`src/sv/obuss_pkg.sv`:
```
// Shared types and constants of the OBU stream splitter.
// No dependencies; the modules and the checker refer to it by scoped names.
package obuss_pkg;

	// Sizing of offsets and of the LEB128 size field.
	localparam int OFFSET_WIDTH   = 24;
	localparam int MAX_SIZE_BYTES = 8;
	localparam int ACC_WIDTH      = 7 * MAX_SIZE_BYTES;
	localparam int CNT_WIDTH      = $clog2(MAX_SIZE_BYTES + 1);
	localparam int CMP_WIDTH      = (ACC_WIDTH > OFFSET_WIDTH) ? ACC_WIDTH : OFFSET_WIDTH;

	localparam logic [OFFSET_WIDTH-1:0] OFS_ONE  = OFFSET_WIDTH'(1);
	localparam logic [CNT_WIDTH-1:0]    CNT_ONE  = CNT_WIDTH'(1);
	localparam logic [CNT_WIDTH-1:0]    CNT_MAX  = CNT_WIDTH'(MAX_SIZE_BYTES);

	// OBU type codes that the parser looks at.
	localparam logic [3:0] OBU_TYPE_RSVD0      = 4'd0;
	localparam logic [3:0] OBU_SEQ_HDR         = 4'd1;
	localparam logic [3:0] OBU_TEMPORAL_DELIM  = 4'd2;
	localparam logic [3:0] OBU_FRAME_HDR       = 4'd3;
	localparam logic [3:0] OBU_FRAME           = 4'd6;
	localparam logic [3:0] OBU_RSVD_LO         = 4'd9;
	localparam logic [3:0] OBU_RSVD_HI         = 4'd14;

	// Descriptor status codes.
	typedef enum logic [3:0] {
		ST_OK            = 4'd0,
		ST_FORBIDDEN     = 4'd1,
		ST_RSVD_TYPE     = 4'd2,
		ST_RSVD_BIT      = 4'd3,
		ST_EXT_RSVD      = 4'd4,
		ST_LEB_LONG      = 4'd5,
		ST_TRUNCATED     = 4'd6,
		ST_TOO_BIG       = 4'd7,
		ST_END_AFTER_ERR = 4'd8
	} status_t;

	// Parser phase, one-hot.
	typedef enum logic [5:0] {
		PH_HEADER  = 6'b000001,
		PH_EXT     = 6'b000010,
		PH_SIZE    = 6'b000100,
		PH_PAYLOAD = 6'b001000,
		PH_TO_END  = 6'b010000,
		PH_DISCARD = 6'b100000
	} phase_t;

	// Header fields kept for the current OBU.
	typedef struct packed {
		logic [3:0] typ;
		logic       ext;
		logic       szf;
		logic [2:0] tid;
		logic [1:0] sid;
	} hdr_t;

	// One input transaction.
	typedef struct packed {
		logic [7:0] data_byte;
		logic       last_byte;
	} item_t;

	// One OBU descriptor.
	typedef struct packed {
		logic [3:0]              obu_kind;
		logic                    has_extension;
		logic                    size_present;
		logic [2:0]              temporal_layer;
		logic [1:0]              spatial_layer;
		logic [OFFSET_WIDTH-1:0] obu_start;
		logic [OFFSET_WIDTH-1:0] payload_start;
		logic [OFFSET_WIDTH-1:0] payload_length;
		logic                    is_key;
		status_t                 status;
		logic                    end_of_buffer;
	} desc_t;

	// Handshake between the parser and the input register.
	typedef struct packed {
		logic valid;
		item_t item;
	} s1_bus_t;

endpackage

```
`src/sv/obuss_in_stage.sv`:
```
// Input register of the OBU stream splitter: holds one byte transaction for the parser.
// Depends on obuss_pkg.
module obuss_in_stage (
	input  logic              clk,
	input  logic              arst_n,
	input  logic              in_valid,
	output logic              in_stall,
	input  logic [7:0]        data_byte,
	input  logic              last_byte,
	input  logic              adv,
	output obuss_pkg::s1_bus_t s1_bus
);

	logic            valid_s1;
	obuss_pkg::item_t item_s1;
	logic            take;

	// The register frees up in the same cycle the parser consumes its byte.
	assign in_stall = valid_s1 & ~adv;
	assign take     = in_valid & ~in_stall;

	always_ff @(posedge clk or negedge arst_n) begin
		if (!arst_n) begin
			valid_s1 <= 1'b0;
		end else if (take) begin
			valid_s1 <= 1'b1;
		end else if (adv) begin
			valid_s1 <= 1'b0;
		end
	end

	// Payload needs no reset.
	always_ff @(posedge clk) begin
		if (take) begin
			item_s1.data_byte <= data_byte;
			item_s1.last_byte <= last_byte;
		end
	end

	assign s1_bus.valid = valid_s1;
	assign s1_bus.item  = item_s1;

endmodule

```
`src/sv/obuss_parser.sv`:
```
// Byte-level OBU parser: header checks, LEB128 size decode, payload counting.
// Depends on obuss_pkg. Builds at most one descriptor per byte.
module obuss_parser (
	input  logic               clk,
	input  logic               arst_n,
	input  obuss_pkg::s1_bus_t s1_bus,
	input  logic               out_free,
	output logic               adv,
	output logic               res_valid,
	output obuss_pkg::desc_t   res
);

	localparam int OW = obuss_pkg::OFFSET_WIDTH;

	obuss_pkg::phase_t                 phase_q, phase_n;
	logic [OW-1:0]                     byte_pos_q, byte_pos_n;
	logic [OW-1:0]                     obu_start_q, obu_start_n;
	logic [OW-1:0]                     pl_start_q, pl_start_n;
	obuss_pkg::hdr_t                   hdr_q, hdr_n, hdr_tmp;
	logic [obuss_pkg::ACC_WIDTH-1:0]   acc_q, acc_n;
	logic [obuss_pkg::CNT_WIDTH-1:0]   cnt_q, cnt_n, cnt_inc;
	logic [OW-1:0]                     remain_q, remain_n;
	logic [OW-1:0]                     plen_q, plen_n;
	logic                              first_q, first_n;
	logic [7:0]                        fpb_q, fpb_n;
	logic                              reduced_q, reduced_n, reduced_upd;
	logic [obuss_pkg::CMP_WIDTH-1:0]   acc_ext, room;
	logic [OW-1:0]                     ps_next, obu_len;
	logic                              do_err, do_obu, ah_go, key;
	obuss_pkg::status_t                err_code;
	logic [7:0]                        b;
	logic                              last;

	assign b    = s1_bus.item.data_byte;
	assign last = s1_bus.item.last_byte;

	always_comb begin
		phase_n     = phase_q;
		byte_pos_n  = byte_pos_q;
		obu_start_n = obu_start_q;
		pl_start_n  = pl_start_q;
		hdr_n       = hdr_q;
		acc_n       = acc_q;
		cnt_n       = cnt_q;
		remain_n    = remain_q;
		plen_n      = plen_q;
		first_n     = first_q;
		fpb_n       = fpb_q;
		reduced_n   = reduced_q;
		reduced_upd = reduced_q;
		do_err      = 1'b0;
		do_obu      = 1'b0;
		ah_go       = 1'b0;
		key         = 1'b0;
		err_code    = obuss_pkg::ST_OK;
		obu_len     = '0;
		cnt_inc     = cnt_q + obuss_pkg::CNT_ONE;
		ps_next     = byte_pos_q + obuss_pkg::OFS_ONE;
		hdr_tmp     = '0;
		acc_ext     = '0;
		room        = '0;
		res         = '0;

		// Per-phase handling of the current byte.
		case (phase_q)
			obuss_pkg::PH_HEADER: begin
				obu_start_n = byte_pos_q;
				hdr_tmp.typ = b[6:3];
				hdr_tmp.ext = b[2];
				hdr_tmp.szf = b[1];
				if (b[7]) begin
					do_err   = 1'b1;
					err_code = obuss_pkg::ST_FORBIDDEN;
				end else if (hdr_tmp.typ == obuss_pkg::OBU_TYPE_RSVD0 ||
						(hdr_tmp.typ >= obuss_pkg::OBU_RSVD_LO &&
						 hdr_tmp.typ <= obuss_pkg::OBU_RSVD_HI)) begin
					do_err   = 1'b1;
					err_code = obuss_pkg::ST_RSVD_TYPE;
				end else if (b[0]) begin
					do_err   = 1'b1;
					err_code = obuss_pkg::ST_RSVD_BIT;
				end else begin
					hdr_n = hdr_tmp;
					if (hdr_tmp.ext) begin
						if (last) begin
							do_err   = 1'b1;
							err_code = obuss_pkg::ST_TRUNCATED;
						end else begin
							phase_n = obuss_pkg::PH_EXT;
						end
					end else begin
						ah_go = 1'b1;
					end
				end
			end
			obuss_pkg::PH_EXT: begin
				if (b[2:0] != 3'b000) begin
					do_err   = 1'b1;
					err_code = obuss_pkg::ST_EXT_RSVD;
				end else begin
					hdr_n.tid = b[7:5];
					hdr_n.sid = b[4:3];
					ah_go     = 1'b1;
				end
			end
			obuss_pkg::PH_SIZE: begin
				// Drop the seven value bits into their slot of the accumulator.
				for (int k = 0; k < obuss_pkg::MAX_SIZE_BYTES; k++) begin
					if (cnt_q == obuss_pkg::CNT_WIDTH'(k)) begin
						acc_n[7*k +: 7] = acc_q[7*k +: 7] | b[6:0];
					end
				end
				cnt_n = cnt_inc;
				if (b[7]) begin
					if (cnt_inc >= obuss_pkg::CNT_MAX) begin
						do_err   = 1'b1;
						err_code = obuss_pkg::ST_LEB_LONG;
					end else if (last) begin
						do_err   = 1'b1;
						err_code = obuss_pkg::ST_TRUNCATED;
					end
				end else begin
					pl_start_n = ps_next;
					// The payload must end at or below the largest offset.
					acc_ext = obuss_pkg::CMP_WIDTH'(acc_n);
					room    = {{(obuss_pkg::CMP_WIDTH - OW){1'b0}}, ~ps_next};
					if (acc_ext > room) begin
						do_err   = 1'b1;
						err_code = obuss_pkg::ST_TOO_BIG;
					end else begin
						fpb_n = '0;
						if (acc_n == '0) begin
							do_obu  = 1'b1;
							obu_len = '0;
						end else if (last) begin
							do_err   = 1'b1;
							err_code = obuss_pkg::ST_TOO_BIG;
						end else begin
							remain_n = acc_ext[OW-1:0];
							plen_n   = acc_ext[OW-1:0];
							first_n  = 1'b1;
							phase_n  = obuss_pkg::PH_PAYLOAD;
						end
					end
				end
			end
			obuss_pkg::PH_PAYLOAD: begin
				if (first_q) begin
					fpb_n = b;
				end
				first_n  = 1'b0;
				remain_n = remain_q - obuss_pkg::OFS_ONE;
				if (remain_n == '0) begin
					do_obu  = 1'b1;
					obu_len = plen_q;
				end else if (last) begin
					do_err   = 1'b1;
					err_code = obuss_pkg::ST_TOO_BIG;
				end
			end
			obuss_pkg::PH_TO_END: begin
				if (byte_pos_q == pl_start_q) begin
					fpb_n = b;
				end
				if (last) begin
					do_obu  = 1'b1;
					obu_len = byte_pos_q - pl_start_q + obuss_pkg::OFS_ONE;
				end
			end
			obuss_pkg::PH_DISCARD: begin
				if (last) begin
					do_err   = 1'b1;
					err_code = obuss_pkg::ST_END_AFTER_ERR;
				end
			end
			default: begin
				phase_n = obuss_pkg::PH_DISCARD;
			end
		endcase

		// Header complete: size field, buffer end, finish, or a truncation error.
		if (ah_go) begin
			pl_start_n = ps_next;
			if (hdr_n.szf) begin
				if (last) begin
					do_err   = 1'b1;
					err_code = obuss_pkg::ST_TRUNCATED;
				end else begin
					phase_n = obuss_pkg::PH_SIZE;
					acc_n   = '0;
					cnt_n   = '0;
				end
			end else begin
				fpb_n = '0;
				if (hdr_n.typ == obuss_pkg::OBU_TEMPORAL_DELIM || last) begin
					do_obu  = 1'b1;
					obu_len = '0;
				end else begin
					phase_n = obuss_pkg::PH_TO_END;
				end
			end
		end

		// Descriptor assembly.
		if (do_obu) begin
			if (hdr_n.typ == obuss_pkg::OBU_SEQ_HDR && obu_len != '0) begin
				reduced_upd = fpb_n[3];
			end
			key = (hdr_n.typ == obuss_pkg::OBU_FRAME_HDR || hdr_n.typ == obuss_pkg::OBU_FRAME) &&
				(reduced_upd || (obu_len != '0 && !fpb_n[7] && fpb_n[6:5] == 2'b00));
			reduced_n          = reduced_upd;
			phase_n            = obuss_pkg::PH_HEADER;
			res.obu_kind       = hdr_n.typ;
			res.has_extension  = hdr_n.ext;
			res.size_present   = hdr_n.szf;
			res.temporal_layer = hdr_n.tid;
			res.spatial_layer  = hdr_n.sid;
			res.obu_start      = obu_start_n;
			res.payload_start  = pl_start_n;
			res.payload_length = obu_len;
			res.is_key         = key;
			res.status         = obuss_pkg::ST_OK;
		end else if (do_err) begin
			phase_n    = obuss_pkg::PH_DISCARD;
			res.status = err_code;
			res.obu_start = (err_code == obuss_pkg::ST_END_AFTER_ERR) ? '0 : obu_start_n;
		end
		res.end_of_buffer = last;

		// The last byte restarts the buffer.
		if (last) begin
			phase_n    = obuss_pkg::PH_HEADER;
			byte_pos_n = '0;
			reduced_n  = 1'b0;
		end else begin
			byte_pos_n = ps_next;
		end
	end

	assign res_valid = s1_bus.valid & (do_obu | do_err);
	assign adv       = s1_bus.valid & (~(do_obu | do_err) | out_free);

	// Parser state advances once per consumed byte.
	always_ff @(posedge clk or negedge arst_n) begin
		if (!arst_n) begin
			phase_q     <= obuss_pkg::PH_HEADER;
			byte_pos_q  <= '0;
			obu_start_q <= '0;
			pl_start_q  <= '0;
			hdr_q       <= '0;
			acc_q       <= '0;
			cnt_q       <= '0;
			remain_q    <= '0;
			plen_q      <= '0;
			first_q     <= 1'b0;
			fpb_q       <= '0;
			reduced_q   <= 1'b0;
		end else if (adv) begin
			phase_q     <= phase_n;
			byte_pos_q  <= byte_pos_n;
			obu_start_q <= obu_start_n;
			pl_start_q  <= pl_start_n;
			hdr_q       <= hdr_n;
			acc_q       <= acc_n;
			cnt_q       <= cnt_n;
			remain_q    <= remain_n;
			plen_q      <= plen_n;
			first_q     <= first_n;
			fpb_q       <= fpb_n;
			reduced_q   <= reduced_n;
		end
	end

endmodule

```
`src/sv/obuss_out_reg.sv`:
```
// Output register of the OBU stream splitter: holds one descriptor until it is taken.
// Depends on obuss_pkg.
module obuss_out_reg (
	input  logic             clk,
	input  logic             arst_n,
	input  logic             res_valid,
	input  logic             adv,
	input  obuss_pkg::desc_t res,
	input  logic             out_stall,
	output logic             out_free,
	output logic             out_valid,
	output obuss_pkg::desc_t desc_q
);

	logic valid_q;
	logic load;

	// Free when empty or when the held descriptor is taken this cycle.
	assign out_free = ~valid_q | ~out_stall;
	assign load     = res_valid & adv;

	always_ff @(posedge clk or negedge arst_n) begin
		if (!arst_n) begin
			valid_q <= 1'b0;
		end else if (load) begin
			valid_q <= 1'b1;
		end else if (out_free) begin
			valid_q <= 1'b0;
		end
	end

	always_ff @(posedge clk) begin
		if (load) begin
			desc_q <= res;
		end
	end

	assign out_valid = valid_q;

endmodule

```
`src/sv/av1_obu_stream_splitter.sv`:
```
// AV1 OBU stream splitter: takes one buffer byte per transaction and returns one
// descriptor per OBU, or an error status. A byte is taken every clock unless the input
// stalls; the parser reads the input register and loads each descriptor into the output
// register. The rate is set by the combinational parser update, which includes the LEB128
// accumulate and the payload range compare. The two registers separate the two channels,
// so bytes keep flowing while a finished descriptor waits; the input stalls only when the
// next byte completes a second descriptor before the first is taken.
// Depends on obuss_pkg, obuss_in_stage, obuss_parser and obuss_out_reg.
module av1_obu_stream_splitter (
	input  logic                                 clk,
	input  logic                                 arst_n,
	input  logic                                 in_valid,
	output logic                                 in_stall,
	input  logic [7:0]                           data_byte,
	input  logic                                 last_byte,
	output logic                                 out_valid,
	input  logic                                 out_stall,
	output logic [3:0]                           obu_kind,
	output logic                                 has_extension,
	output logic                                 size_present,
	output logic [2:0]                           temporal_layer,
	output logic [1:0]                           spatial_layer,
	output logic [obuss_pkg::OFFSET_WIDTH-1:0]   obu_start,
	output logic [obuss_pkg::OFFSET_WIDTH-1:0]   payload_start,
	output logic [obuss_pkg::OFFSET_WIDTH-1:0]   payload_length,
	output logic                                 is_key,
	output logic [3:0]                           status,
	output logic                                 end_of_buffer
);

	obuss_pkg::s1_bus_t s1_bus;
	obuss_pkg::desc_t   res;
	obuss_pkg::desc_t   desc_q;
	logic               adv;
	logic               res_valid;
	logic               out_free;

	obuss_in_stage u_in_stage (
		.clk       (clk),
		.arst_n    (arst_n),
		.in_valid  (in_valid),
		.in_stall  (in_stall),
		.data_byte (data_byte),
		.last_byte (last_byte),
		.adv       (adv),
		.s1_bus    (s1_bus)
	);

	obuss_parser u_parser (
		.clk       (clk),
		.arst_n    (arst_n),
		.s1_bus    (s1_bus),
		.out_free  (out_free),
		.adv       (adv),
		.res_valid (res_valid),
		.res       (res)
	);

	obuss_out_reg u_out_reg (
		.clk       (clk),
		.arst_n    (arst_n),
		.res_valid (res_valid),
		.adv       (adv),
		.res       (res),
		.out_stall (out_stall),
		.out_free  (out_free),
		.out_valid (out_valid),
		.desc_q    (desc_q)
	);

	// Descriptor fields onto their ports.
	assign obu_kind       = desc_q.obu_kind;
	assign has_extension  = desc_q.has_extension;
	assign size_present   = desc_q.size_present;
	assign temporal_layer = desc_q.temporal_layer;
	assign spatial_layer  = desc_q.spatial_layer;
	assign obu_start      = desc_q.obu_start;
	assign payload_start  = desc_q.payload_start;
	assign payload_length = desc_q.payload_length;
	assign is_key         = desc_q.is_key;
	assign status         = desc_q.status;
	assign end_of_buffer  = desc_q.end_of_buffer;

endmodule

```
`config.mk`:
```
export PLATFORM = sky130hd
export DESIGN_NAME = av1_obu_stream_splitter
export DESIGN_NICKNAME = d
export VERILOG_FILES = /design/src/sv/obuss_pkg.sv /design/src/sv/obuss_in_stage.sv /design/src/sv/obuss_parser.sv /design/src/sv/obuss_out_reg.sv /design/src/sv/av1_obu_stream_splitter.sv
export SDC_FILE = /design/constraint.sdc
export NUM_CORES = 1
export LEC_CHECK = 0
export BUFFER_PORTS_ARGS = -buffer_cell sky130_fd_sc_hd__buf_4
export CAP_MARGIN = 20
export CORE_MARGIN = 3
export CORE_UTILIZATION = 41
export DETAILED_ROUTE_END_ITERATION = 8
export GPL_TIMING_DRIVEN = 0
export HOLD_SLACK_MARGIN = 0.03
export PLACE_DENSITY = 0.62
export SKIP_CTS_REPAIR_TIMING = 1
export SLEW_MARGIN = 20
export SYNTH_ARGS = -nofsm -noshare
export SYNTH_HDL_FRONTEND = slang
export SYNTH_SLANG_ARGS = --single-unit
```
`constraint.sdc`:
```
create_clock -name clk -period 26.3 [get_ports clk]
set_input_delay 5.26 -clock clk [delete_from_list [all_inputs] [get_ports clk]]
set_output_delay 5.26 -clock clk [all_outputs]
set_load 0.03 [all_outputs]
```
### Yosys cells after proc, flatten, opt, wreduce, memory -nomap -nowiden

Cells that the tools add are included.

| word-level totals | value |
|---|---|
| flip-flop bits (word level) | 307 |
| input bits | 13 |

| operators by class | value |
|---|---|
| $add $sub $neg | 5 |
| $lt $le $gt $ge | 4 |
| equality and inequality tests | 23 |
| multiplexer cells | 129 |
| bitwise logic cells | 27 |
| reduce and logical (&&, ||, !) cells | 26 |

Operator list:

| kind | number |
|---|---|
| $mux W24 | 17 |
| $mux W56 | 4 |
| $mux W7 | 16 |
| $pmux W24 S2 | 2 |
| $mux W6 | 14 |
| $mux W4 | 16 |
| $gt A56 B24 Y1 | 1 |
| $logic_not A56 Y1 | 1 |
| $or A7 B7 Y7 | 8 |
| $add A24 B1 Y24 const B | 2 |
| $mux W8 | 6 |
| $mux W1 | 38 |
| $mux W11 | 3 |
| $eq A24 B24 Y1 | 1 |
| $logic_not A24 Y1 | 1 |
| $not A24 Y24 | 1 |
| $pmux W8 S3 | 1 |
| $reduce_bool A24 Y1 | 1 |
| $sub A24 B1 Y24 const B | 1 |
| $sub A24 B24 Y24 | 1 |
| $eq A4 B3 Y1 const B | 5 |
| $pmux W4 S5 | 1 |
| $pmux W6 S3 | 1 |
| $eq A4 B2 Y1 const B | 4 |
| other kinds (32) | 68 |

### Logic depth before layout (Yosys ltp)

| logic depth | value |
|---|---|
| depth after elaboration | 20 |
| mapped depth | 25 |
| depth with buffers taken out | 21 |

### Hierarchy

Synthesis repeated with hierarchy kept, for this count alone.

| second synthesis, totals | value |
|---|---|
| cell total of the unflattened synthesis | 1781 |
| area, all modules | 17533.1 sq um |

By module, submodules not included:

| module | times used | cells each | area each (sq um) |
|---|---|---|---|
| obuss_parser | 1 | 1673 | 14481.4 |
| obuss_out_reg | 1 | 93 | 2716.4 |
| obuss_in_stage | 1 | 15 | 335.3 |

### Worst setup path before layout

Ideal clock, no wire load.

| timing path | value |
|---|---|
| path kind | input to output |
| from | input out_stall |
| to | output in_stall |
| arrival time | 5.871 ns |
| data required time | 21.040 ns |
| setup slack | 15.169 ns |
| stages | 2 |
| path buffers | 0 |
| cell sequence | nand3_1 -> a21oi_1 |

| between the ends | value |
|---|---|
| word-level cells in the longest chain between the ends | 6 |

Ends and longest elaborated chain:

| element | RTL line | source |
|---|---|---|
| from (decl) | av1_obu_stream_splitter.sv:17 | `input logic out_stall,` |
| $not A1 Y1 | obuss_out_reg.sv:19 | `assign out_free = ~valid_q \| ~out_stall;` |
| $or A1 B1 Y1 | obuss_out_reg.sv:19 |  |
| $or A1 B1 Y1 | obuss_parser.sv:241 | `assign adv = s1_bus.valid & (~(do_obu \| do_err) \| out_free);` |
| $and A1 B1 Y1 | obuss_parser.sv:241 |  |
| $not A1 Y1 | obuss_in_stage.sv:19 | `assign in_stall = valid_s1 & ~adv;` |
| $and A1 B1 Y1 | obuss_in_stage.sv:19 |  |
| to (decl) | av1_obu_stream_splitter.sv:13 | `output logic in_stall,` |

No other way between the ends.

### Worst setup path in the final report

| timing path | value |
|---|---|
| from | register u_parser.byte_pos_q[2] |
| to | output in_stall |

| between the ends | value |
|---|---|
| word-level cells in the longest chain between the ends | 15 |

Ends and longest elaborated chain:

| element | RTL line | source |
|---|---|---|
| from (decl) | obuss_parser.sv:16 | `logic [OW-1:0] byte_pos_q, byte_pos_n;` |
| from (signal assigned) | obuss_parser.sv:260 | `byte_pos_q <= byte_pos_n;` |
| $add A24 B1 Y24 * | obuss_parser.sv:58 | `ps_next = byte_pos_q + obuss_pkg::OFS_ONE;` |
| $not A24 Y24 * | obuss_parser.sv:126 | `room = {{(obuss_pkg::CMP_WIDTH - OW){1'b0}}, ~ps_next};` |
| $gt A56 B24 Y1 * | obuss_parser.sv:127 | `if (acc_ext > room) begin` |
| $mux W1 | obuss_parser.sv:127 |  |
| $mux W1 | obuss_parser.sv:114 | `if (b[7]) begin` |
| $pmux W1 S5 / $pmux W1 S3 (equally long branches) | obuss_parser.sv:65 | `case (phase_q)` |
| $mux W1, on equally long branches | obuss_parser.sv:185, obuss_parser.sv:195 |  |
| $mux W1 | obuss_parser.sv:184 | `if (hdr_n.szf) begin` |
| $mux W1 | obuss_parser.sv:182 | `if (ah_go) begin` |
| $or A1 B1 Y1 * | obuss_parser.sv:241 |  |
| $not A1 Y1 * | obuss_parser.sv:241 |  |
| $or A1 B1 Y1 * | obuss_parser.sv:241 |  |
| $and A1 B1 Y1 * | obuss_parser.sv:241 |  |
| $not A1 Y1 * | obuss_in_stage.sv:19 |  |
| $and A1 B1 Y1 * | obuss_in_stage.sv:19 |  |

Every way passes the cells marked *; elsewhere a longest branch is shown, timed or not.

==> run metrics <==
clk_lat worst skew 560 ps; Mapped Nets 1,859; slew margin rel. just under 30%; TritonCTS clock tree yes; crit path to in_stall; fraction of layout cells with a size suffix above 1 14.0%; Worst Tran Pin Value 1050 ps; RSZ-0062 raised after global routing false; synth unique cells 81; CP top delay family simple AND/OR/NAND/NOR gates; TritonCTS Sinks between 300 and 400; Reg2Reg Depth 25; status completed; crit path cell chain clkbuf_1 -> nand3_1 -> nor3_1 -> and3_1 -> nand3_1 -> nor2_1 -> nand3_1 -> nor2_1 -> nand2_1 -> xor2_1 -> inv_1 -> ha_1 -> and3_1 -> a22o_1 -> o21ai_0 -> nand4_1 -> o21ai_0 -> and2_1 -> a21boi_1 -> nor3b_2 -> a21oi_1 -> buf_4; register area 0.00807 mm²; footprint of the multi-input gates around 0.0084 mm²; Top FF cell, synth dfrtp_1; register area share after synthesis a little under half; largest net degree at the start of global routing 93; tightest hold margin 476 ps; GRT Resource Usage Total 25.7%; Avg Vias per Cell 6.05; Crit Path Category reg -> out; Avg Cell Area, Syn 9.78 µm²; Final Hold Vio Count 0; yosys synthesis warning count 0; Net count, final 2,005; routed via count 15.0k; initial core utilization 41.9%; HPWL Detailed 43.6 mm; Setup Viol. Count Final 0; die height 211 µm; Setup TNS 0 ps; DR WL/cell around 23 µm; Area Growth Syn to Fin 16.5%; DRC 0; Worst VDD drop 0.0399 mV; async set-reset flop share out of synthesis 67.7%; Achievable Freq around 82 MHz; CP Data Required Time between 20,000 and 25,000 ps; global route total overflow 0; flops & latches, synth roughly 300; Reg-to-Reg Start u_parser.byte_pos_q[2]; die area 0.0447 mm²; Post-DRT Antenna Nets 0; routability cong. between 0.9 and 1; RR Endpoint u_out_reg.desc_q[30]; Final period util between 40% and 50%; R2R Setup Slk 18,750 ps; number of global-route vias before repair 14.3k; Slowest-stage cell, CP nor3b_2; FP Rows 74; Critical Path End Type output port; Die Wd 211 µm; Num CTS Buffers 35; port bufs 103; Initial DRT Pass Iterations 6; Worst setup startpoint u_parser.byte_pos_q[2]; EDFF count, synth between 90 and 100; initial antenna violation count 0; area of the core 0.0413 mm²; Post-Synthesis Cells 1,769; CP Buf/Inv Count 3; # IOs roughly 100; mapped cell area 0.0173 mm²; first-pass GRT wire length just under 90 mm; Max-cap violations 0; Hold Crit Class reg -> reg; Clk pin slew, worst setup/hold paths 60 ps; startpoint types register; initial drt markers 1,674; crit-path most repeated cell nand3_1; Arr. time, crit path 6970 ps; H-tree levels 2; Critical Path Stages 22; Root Buffer clkbuf_16; Pins Over Slew Limit 0; Post-Route WL roughly 58 mm; clk buf depth 3; # fillers about 3.9k; Ant. Diodes 0; CP max FO 9; Largest stage delay, worst path 670 ps; P_leak 0.00863 µW; pwr dens 92.5 mW/mm²; Worst Skew ~18 ps; minimum clock period 12,230 ps
[worst min path at each step]
stage | startpoint | end | slack (ps) | cells after the start
final | u_parser.acc_q[44] | u_parser.acc_q[44] | 480 | 2
after global routing | u_parser.acc_q[44] | u_parser.acc_q[44] | 510 | 2
after CTS | u_parser.first_q | u_parser.first_q | 480 | 1
after detailed placement | u_parser.first_q | u_parser.first_q | 470 | 1
after global placement | u_parser.acc_q[51] | u_parser.acc_q[51] | 460 | 2
after floorplan | u_in_stage.s1_bus[0] | u_out_reg.desc_q[0] | 420 | 0
[kinds of logic (layout without fill, tap and decap cells)]
family	Yosys count	in the layout	share of synthesized area [%]
adders and majority gates	77	77	5.61
muxes	91	91	6.17
AOI/OAI and AO/OA	458	458	17.7
and+or+nand+nor	586	586	16.6
DFF	303	303	46.7
buffers and inverters	206	379	4.84
xor gates and xnor gates	48	48	2.43
[power by group]
part / switching [µW] / leakage [µW] / total (µW) / internal [µW]
Clock: 206 / 0.000592 / 523 / 317
Sequential: 50.6 / 0.00344 / 641 / 590
Combinational: 472 / 0.00460 / 702 / 230
[worst register-to-register path: cells and delay by family (launching register included)]
family / cells / cell delay, ps
compound gates: 4 / 1440
flops: 1 / 380
simple gates: 12 / 2780
buf+inv: 7 / 1840
xor+xnor: 1 / 490
fa+ha+maj: 1 / 310
[per-stage QoR]
| step | area (µm²) | cells | worst slack [ps] | utilization (%) | power [µW] |
|---|---|---|---|---|---|
| after floorplan | 17300 | 1769 | 15170 | - | 1090 |
| after global placement | 18700 | 2404 | 12540 | 45.4 | 1330 |
| after detailed placement | 18900 | 2410 | 14810 | 45.8 | 1340 |
| after CTS | 20100 | 2474 | 14180 | 48.8 | 1870 |
| after global routing | 20200 | 2474 | 13590 | 48.8 | 1960 |
| final | 20200 | 2474 | 14070 | 48.8 | 1870 |
[flip-flops by register name (all words and copies together), names as in the netlist, 4 cells and up]
| name | flops |
|---|---|
| u_parser.phase_q | 6 |
| u_out_reg.desc_q | 89 |
| u_parser.remain_q | 24 |
| u_parser.byte_pos_q | 24 |
| u_parser.obu_start_q | 24 |
| u_parser.pl_start_q | 24 |
| u_parser.hdr_q | 11 |
| u_parser.cnt_q | 4 |
| u_parser.plen_q | 24 |
| u_in_stage.s1_bus | 9 |
| u_parser.fpb_q | 4 |
| u_parser.acc_q | 56 |
[layer usage]
metal	track usage, %	routed length (µm)
met1	38.1	26200
met4	8.38	1730
met3	5.19	4530
met5	0	0
met2	37.7	25300
[area by class of cell]
class                      instances  area share, %
clock buffer                      48           4.95
clock inverter                    16           1.12
timing repair buffer             109           4.66
sequential                       303           40.1
buffer                           121           2.57
multi-input combinational       1260           41.8
tap                              532           3.30
inverter                          85           1.58
[synth_stat cells, types with 8 or more instances]
cell	instances	area (µm²)
a2111oi_0	12	105
a211oi_1	19	143
a21o_1	29	218
a21oi_1	98	490
a22o_1	28	245
a22oi_1	25	188
a31oi_1	9	56.3
a32o_1	15	150
and3_1	15	93.8
and4_1	8	70.1
buf_2	13	65.1
clkbuf_1	96	360
dfrtp_1	204	5100
edfxtp_1	98	2940
ha_1	76	951
inv_1	85	319
mux2_2	45	507
mux2_4	19	285
mux2i_1	23	230
nand2_1	216	811
nand3_1	66	330
nand4_1	27	169
nor2_1	110	413
nor3_1	28	140
nor3b_1	9	67.6
nor4_1	26	163
nor4bb_1	9	90.1
o211ai_1	14	105
o21ai_0	110	551
o221ai_1	9	78.8
o22ai_1	15	93.8
o31ai_1	20	150
or2_2	10	62.6
or3_1	9	56.3
or4_1	12	90.1
xnor2_1	31	272
xor2_1	17	149
[layout by cell type, fill, tap and decap left out, types with 17 or more instances in the layout]
cell type,instances
nand2_1,216
dfrtp_1,204
nor2_1,110
o21ai_0,110
buf_4,104
clkbuf_1,104
edfxtp_1,98
a21oi_1,97
inv_1,85
ha_1,76
nand3_1,66
mux2_2,45
clkbuf_16,37
xnor2_1,31
a21o_1,29
nor3_1,28
a22o_1,28
nand4_1,27
a22oi_1,25
nor4_1,24
mux2i_1,23
o31ai_1,20
mux2_4,19
a211oi_1,19
xor2_1,17
Note: power is estimated with default switching activity, not from simulation.
